--- src/rtl/core/lru_key_value_cache_top_macros.svh ---
// assertion helpers for the lru key-value cache
`ifndef LRU_KEY_VALUE_CACHE_TOP_MACROS_SVH
`define LRU_KEY_VALUE_CACHE_TOP_MACROS_SVH

// same-cycle implication, held off during reset
`define LKVC_ASSERT_NOW(label, clk, rst_n, ante, cons, msg) \
  label: assert property (@(posedge clk) disable iff (!rst_n) (ante) |-> (cons)) \
    else $error(msg);

// next-cycle implication, held off during reset
`define LKVC_ASSERT_NEXT(label, clk, rst_n, ante, cons, msg) \
  label: assert property (@(posedge clk) disable iff (!rst_n) (ante) |=> (cons)) \
    else $error(msg);

`endif

--- src/rtl/core/lkvc_pkg.sv ---
`default_nettype none
package lkvc_pkg;

  localparam int KEY_W     = 32;
  localparam int VAL_W     = 32;
  localparam int CAP_W     = 5;
  localparam int CAP_RESET = 16;

  localparam logic OP_GET = 1'b0;
  localparam logic OP_PUT = 1'b1;

  localparam logic [VAL_W-1:0] MISS_VALUE = {VAL_W{1'b1}};

  // one stored entry
  typedef struct packed {
    logic [KEY_W-1:0] key;
    logic [VAL_W-1:0] value;
  } kv_t;

endpackage
`default_nettype wire

--- src/rtl/core/lkvc_cell.sv ---
`default_nettype none
module lkvc_cell (
  input  wire logic                      clk,
  input  wire logic                      valid,
  input  wire logic                      shift_en,
  input  wire lkvc_pkg::kv_t             kv_in,
  input  wire logic [lkvc_pkg::KEY_W-1:0] cmp_key,
  output lkvc_pkg::kv_t                  kv_out,
  output logic                           match
);
  import lkvc_pkg::*;

  kv_t kv_r;

  // take the neighbor's entry when the list moves down
  always_ff @(posedge clk) begin
    if (shift_en) begin
      kv_r <= kv_in;
    end
  end

  assign kv_out = kv_r;
  assign match  = valid && (kv_r.key == cmp_key);

endmodule
`default_nettype wire

--- src/rtl/core/lru_key_value_cache_top.sv ---
`default_nettype none
`include "lru_key_value_cache_top_macros.svh"
// lru key-value cache, fully associative, least recently used entry goes first
//
// input: a beat is taken at a rising edge with start high and busy low;
//   in_op selects get or put, in_lookup_key is the key, in_store_value the
//   data for a put
// output: a get gives one beat on out_strobe, a single cycle wide, with
//   out_found and out_read_value (all ones on a miss); a put gives none
// config: cfg_write_en with cfg_write_data sets the capacity in use; zero
//   acts as one, values above ENTRIES act as ENTRIES; write only while idle
// sequence: no beat is taken while busy; taking a beat registers the match
//   of every cell, then the busy cycle shifts the list and loads the result,
//   so out_strobe is high in the cycle after busy and a new beat can be
//   taken in that same cycle
// structure: a row of cells kept in recency order, cell 0 newest; a hit at
//   position i moves cells 0..i-1 down one place and rewrites cell 0, a new
//   put moves the whole row down and drops whatever falls past the capacity
// reset: empty cache, capacity back to 16, no result pending; the receiver
//   cannot stall, every result is delivered in its cycle
module lru_key_value_cache_top #(
  parameter int ENTRIES = 16
) (
  input  wire logic                              clk,
  input  wire logic                              rst_n,
  input  wire logic                              start,
  output logic                                   busy,
  input  wire logic                              in_op,
  input  wire logic signed [lkvc_pkg::KEY_W-1:0] in_lookup_key,
  input  wire logic signed [lkvc_pkg::VAL_W-1:0] in_store_value,
  input  wire logic                              cfg_write_en,
  input  wire logic        [lkvc_pkg::CAP_W-1:0] cfg_write_data,
  output logic                                   out_strobe,
  output logic                                   out_found,
  output logic signed      [lkvc_pkg::VAL_W-1:0] out_read_value
);
  import lkvc_pkg::*;

  localparam int OCC_W = $clog2(ENTRIES + 1);
  localparam int IDX_W = (ENTRIES > 1) ? $clog2(ENTRIES) : 1;
  localparam int LIM_W = (OCC_W > CAP_W) ? OCC_W : CAP_W;

  // control and captured item
  logic [CAP_W-1:0] cap_r;
  logic [OCC_W-1:0] occ_r;
  logic [OCC_W-1:0] occ_nxt;
  logic             busy_r;
  logic             op_r;
  logic [KEY_W-1:0] key_r;
  logic [VAL_W-1:0] value_r;
  logic [ENTRIES-1:0] match_r;

  logic             out_strobe_r;
  logic             out_found_r;
  logic [VAL_W-1:0] out_read_value_r;

  logic accept;
  assign accept = start && !busy_r;

  // cell row
  kv_t              cell_kv [ENTRIES];
  logic [ENTRIES-1:0] cell_match;
  logic [ENTRIES-1:0] cell_shift;
  kv_t              front_kv;

  // hit lookup over the registered match vector
  logic             hit;
  logic [IDX_W-1:0] hit_idx;
  logic [VAL_W-1:0] hit_value;

  always_comb begin
    hit_idx   = '0;
    hit_value = '0;
    for (int i = 0; i < ENTRIES; i++) begin
      if (match_r[i]) begin
        hit_idx   = hit_idx | IDX_W'(i);
        hit_value = hit_value | cell_kv[i].value;
      end
    end
  end

  assign hit = |match_r;

  // entry written at the head of the row
  assign front_kv.key   = key_r;
  assign front_kv.value = (op_r == OP_PUT) ? value_r : hit_value;

  // effective capacity
  logic [LIM_W-1:0] cap_ext;
  logic [LIM_W-1:0] lim;
  logic [LIM_W-1:0] occ_ext;

  assign cap_ext = LIM_W'(cap_r);
  assign occ_ext = LIM_W'(occ_r);

  always_comb begin
    if (cap_ext == '0) begin
      lim = LIM_W'(1);
    end else if (cap_ext > LIM_W'(ENTRIES)) begin
      lim = LIM_W'(ENTRIES);
    end else begin
      lim = cap_ext;
    end
  end

  // a new key drops the tail down to one under the limit, then adds one
  always_comb begin
    occ_nxt = occ_r;
    if (busy_r && (op_r == OP_PUT) && !hit) begin
      if (occ_ext >= lim) begin
        occ_nxt = OCC_W'(lim);
      end else begin
        occ_nxt = occ_r + OCC_W'(1);
      end
    end
  end

  for (genvar j = 0; j < ENTRIES; j++) begin : g_cell
    logic cell_valid;
    assign cell_valid = occ_r > OCC_W'(j);
    // a miss put moves the whole row, a hit moves the row up to the hit cell
    assign cell_shift[j] = busy_r &&
                           (((op_r == OP_PUT) && !hit) ||
                            (hit && (IDX_W'(j) <= hit_idx)));

    if (j == 0) begin : g_head
      lkvc_cell u_cell (
        .clk      (clk),
        .valid    (cell_valid),
        .shift_en (cell_shift[j]),
        .kv_in    (front_kv),
        .cmp_key  (in_lookup_key),
        .kv_out   (cell_kv[j]),
        .match    (cell_match[j])
      );
    end else begin : g_body
      lkvc_cell u_cell (
        .clk      (clk),
        .valid    (cell_valid),
        .shift_en (cell_shift[j]),
        .kv_in    (cell_kv[j-1]),
        .cmp_key  (in_lookup_key),
        .kv_out   (cell_kv[j]),
        .match    (cell_match[j])
      );
    end
  end

  // control registers
  always_ff @(posedge clk) begin
    if (!rst_n) begin
      cap_r        <= CAP_W'(CAP_RESET);
      occ_r        <= '0;
      busy_r       <= 1'b0;
      out_strobe_r <= 1'b0;
    end else begin
      if (cfg_write_en) begin
        cap_r <= cfg_write_data;
      end
      occ_r        <= occ_nxt;
      busy_r       <= accept;
      out_strobe_r <= busy_r && (op_r == OP_GET);
    end
  end

  // captured beat and result payload
  always_ff @(posedge clk) begin
    if (accept) begin
      op_r    <= in_op;
      key_r   <= in_lookup_key;
      value_r <= in_store_value;
      match_r <= cell_match;
    end
    if (busy_r) begin
      out_found_r      <= hit;
      out_read_value_r <= hit ? hit_value : MISS_VALUE;
    end
  end

  assign busy           = busy_r;
  assign out_strobe     = out_strobe_r;
  assign out_found      = out_found_r;
  assign out_read_value = out_read_value_r;

  // checks
  `LKVC_ASSERT_NOW(a_occ_bound, clk, rst_n, 1'b1, occ_r <= OCC_W'(ENTRIES), "occupancy past entries")
  `LKVC_ASSERT_NOW(a_one_hit, clk, rst_n, busy_r, $onehot0(match_r), "key stored in two cells")
  `LKVC_ASSERT_NOW(a_strobe_idle, clk, rst_n, out_strobe_r, !busy_r, "result while busy")
  `LKVC_ASSERT_NEXT(a_put_fills, clk, rst_n, busy_r && (op_r == OP_PUT), occ_r != '0, "put left cache empty")

endmodule
`default_nettype wire
--- config.mk ---
export PLATFORM = sky130hd
export DESIGN_NAME = lru_key_value_cache_top
export DESIGN_NICKNAME = d
export VERILOG_FILES = /design/src/rtl/core/lkvc_pkg.sv /design/src/rtl/core/lkvc_cell.sv /design/src/rtl/core/lru_key_value_cache_top.sv
export VERILOG_INCLUDE_DIRS = /design/src /design/src/rtl/core
export SDC_FILE = /design/constraint.sdc
export NUM_CORES = 1
export LEC_CHECK = 0
export BUFFER_PORTS_ARGS = -buffer_cell sky130_fd_sc_hd__buf_2
export CAP_MARGIN = 20
export CORE_MARGIN = 8
export CORE_UTILIZATION = 35
export CTS_BUF_LIST = sky130_fd_sc_hd__clkbuf_4 sky130_fd_sc_hd__clkbuf_8 sky130_fd_sc_hd__clkbuf_16
export DETAILED_ROUTE_END_ITERATION = 8
export PLACE_DENSITY_LB_ADDON = 0.12
export SYNTH_ARGS = -nofsm -noshare
export SYNTH_HDL_FRONTEND = slang
export SYNTH_SLANG_ARGS = --single-unit
--- constraint.sdc ---
create_clock -name clk -period 9.6 [get_ports clk]
set_clock_uncertainty 0.1 [all_clocks]
set_input_delay 1.44 -clock clk [delete_from_list [all_inputs] [get_ports clk]]
set_output_delay 1.44 -clock clk [all_outputs]
set_load 0.1 [all_outputs]
==> impl_results.md <==
- Combinational share of power: 0.061
- Final non-filler cell total: 4,494
- WP data arrival: 4570 ps
- Share of the synthesized area in the top cell type: 0.7670
- Iter 0 DRT Violations: 2,231
- Post-Synthesis Cell Area: 44,560 µm²
- Net Sw Frac: 0.2348
- Worst Max-Slew Pin Slew: 1277 ps
- Design Power: 11,760 µW
- Largest net degree at the start of global routing: 65
- Setup violators final: 0
- Initial antenna violation count: 0
- Syn Area/Cell: 17.34 µm²
- Mean routed wirelength per cell: 31.66 µm
- Total of max-cap violations: 0
- Kind of critical path: reg2reg
- # DRC: 0
- First-pass GRT wire length: 199.1 mm
- Int Power: 8998 µW
- CP bufs+invs: 2
- TNS Setup: 0 ps
- Worst path top cell family by delay: simple AND/OR/NAND/NOR gates
- Sw power: 2761 µW
- Crit path max-delay cell type: clkinv_2
- CP Capture Type: register
- Top cells by area, synth: edfxtp_1, xor2_1, xnor2_1
- Clock buffer depth: 3
- DP Worst Slack: 4909 ps
- Setup bufs post-CTS: 0
- Status: complete, no violations
- Total gr overflow: 0
- CTS sink cnt: 1,150
- Io pins: 109
- Min Tclk post-route: 4443 ps
- Critical path startpoint category: register
- DR pass1 iterations: 6
- Pwr/cell area: 228.3 nW/µm²
- Final wirelength: 142.3 mm
- Clk Latency, worst-skew pair: 750 ps
- Final Max Slew Viols: 0
- Maximum fanout along the worst path: 64
- Clk pwr share: 0.422
- Vias per cell: 5.361
- RSZ-0062 raised after global routing: false
- CTS tree: yes
- EDFF count, synth: 1,138
- Reg clk slew, reported paths: 60 ps
- Seq cells post-synth: 1,150
- Max IR drop VDD: 0.0001818 V
- Syn_nets: 2,654
- Hold Crit Class: reg2reg
- Flop pwr share: 0.517
- Fraction of layout cells with a size suffix above 1: 0.1416
- Core area: 127,000 µm²
- Count of hold-fix buffers inserted at cts: 0
- ANT nets after route: 0
- TritonCTS buffer count: 131
- FP Rows: 131
- Final period utilization: 0.4629
- Most common cell on crit path: o21ai_0
- Async set-reset flop share out of synthesis: 0
- Die W: 372.8 µm
- Port Buffers: 108
- Hold slack final: 298.3 ps
- Cell Chain, Critical Path: buf_4 -> nor4_4 -> nand4_4 -> o21ai_0 -> clkinv_2 -> o21ai_0 -> nand2_4
- RD Place Congestion: 0.8769
- Post-synth top flop: edfxtp_1
- # placed instances: 4,260
- Post-DP HPWL: 95.35 mm
- Post-CTS Resized: 0
- CP Data Required Time: 9730 ps
- Register area share after synthesis: 0.7724
- Slew margin rel.: 0.1268
- CP max stage delay: 770 ps
- GRT Resource Usage Total: 0.1996
- Pleak: 0.01698 µW
- Initial Util: 0.3508
- Final Hold Viols: 0
- Most common cell after layout, fill and taps aside: edfxtp_1
- Final nets: 2,818
- Yosys cell types: 46
- Root Driver: clkbuf_16
- Synth warn: 0
- Setup ws final: 5157 ps
- Die H: 372.8 µm
- CTS H-Tree Depth: 4
- Vias: 24,090
- Most frequent cells in the layout: edfxtp_1, xor2_1, xnor2_1
- Area leader, netlist: edfxtp_1
- Synthesis-to-finish area growth: 15.61%
- Synthesized instance count: 2,570
- FMAX: 225.0 MHz
- Vias in the first global route: 25,070
- Die ar.: 139,000 µm²
power groups by stage:
| stage | Combinational [µW] | Clock [µW] | Sequential [µW] |
|---|---|---|---|
| floorplan | 420 | 0 | 6110 |
| global placement | 721 | 0 | 6190 |
| detailed placement | 723 | 0 | 6190 |
| CTS | 726 | 5060 | 6090 |
| global route | 762 | 5230 | 6100 |
| finish | 717 | 4960 | 6080 |
path summary, 6_finish.rpt:
kind | startpoint | end | slack, ps | cells after the start
hold / removal | key_r[15] | g_cell[0].g_head.u_cell.kv_out[47] | 300 | 0
hold reg to reg | key_r[15] | g_cell[0].g_head.u_cell.kv_out[47] | 300 | 0
setup / recovery | match_r[5] | g_cell[2].g_body.u_cell.kv_out[52] | 5160 | 7
setup reg to reg | match_r[5] | g_cell[2].g_body.u_cell.kv_out[52] | 5160 | 7
cell type report:
cell class	instances	area (µm²)
tap	1662	2079
clock buffer	171	3674
sequential	1150	34410
multi-input combinational	1237	9573
fill	11430	75520
timing repair buffer	172	1054
antenna	1	2.502
clock inverter	59	551.8
inverter	42	160.2
state kept, by name, indices dropped and copies added (netlist names):
register / flops
g_cell.g_body.u_cell.kv_out: 960
g_cell.g_head.u_cell.kv_out: 64
key_r: 32
out_read_value: 32
value_r: 32
match_r: 16
cap_ext: 5
occ_ext: 5
busy: 1
op_r: 1
out_found: 1
out_strobe: 1
synth_stat cells, types with 36 or more instances:
master       n
nand3_1     77
mux2i_1     36
edfxtp_1  1138
nor4_1     100
xnor2_1    183
inv_1       41
xor2_1     329
clkbuf_1    78
buf_2       37
nor2_1      46
a22o_1      64
a221oi_1    64
nand4_1     61
a22oi_1    128
nand2_1     58
stage by stage:
step / utilization / area [µm²]
floorplan: - / 44560
global placement: 0.3718 / 47220
detailed placement: 0.3718 / 47230
CTS: 0.4050 / 51450
global route: 0.4055 / 51510
finish: 0.4055 / 51510
worst reg2reg max path, cell delays in order, from the launching register on:
cell and delay (ps):
edfxtp_1 360, buf_4 280, nor4_4 530, nand4_4 120, o21ai_0 680, clkinv_2 770
o21ai_0 390, nand2_4 590
logic make-up (layout without fill, tap and decap cells):
group           Yosys count  after routing  synth area share
flops                  1150           1150            0.7724
xor+xnor                512            512            0.1006
simple gates            376            376           0.04605
compound gates          302            302           0.05322
buf+inv                 183            444           0.01657
mux                      37             37          0.008340
fa+ha+maj                10             10          0.002808
other cells               0              1                 0
per-layer routing:
metal / track usage / up-vias / wire length (µm)
met1: 0.2405 / 12680 / 56150
met3: 0.02919 / 243 / 6234
li1: - / 10290 / -
met5: 0 / - / 0
met2: 0.3577 / 880 / 73880
met4: 0.08158 / 0 / 6003
(Power assumes the default switching activity.)
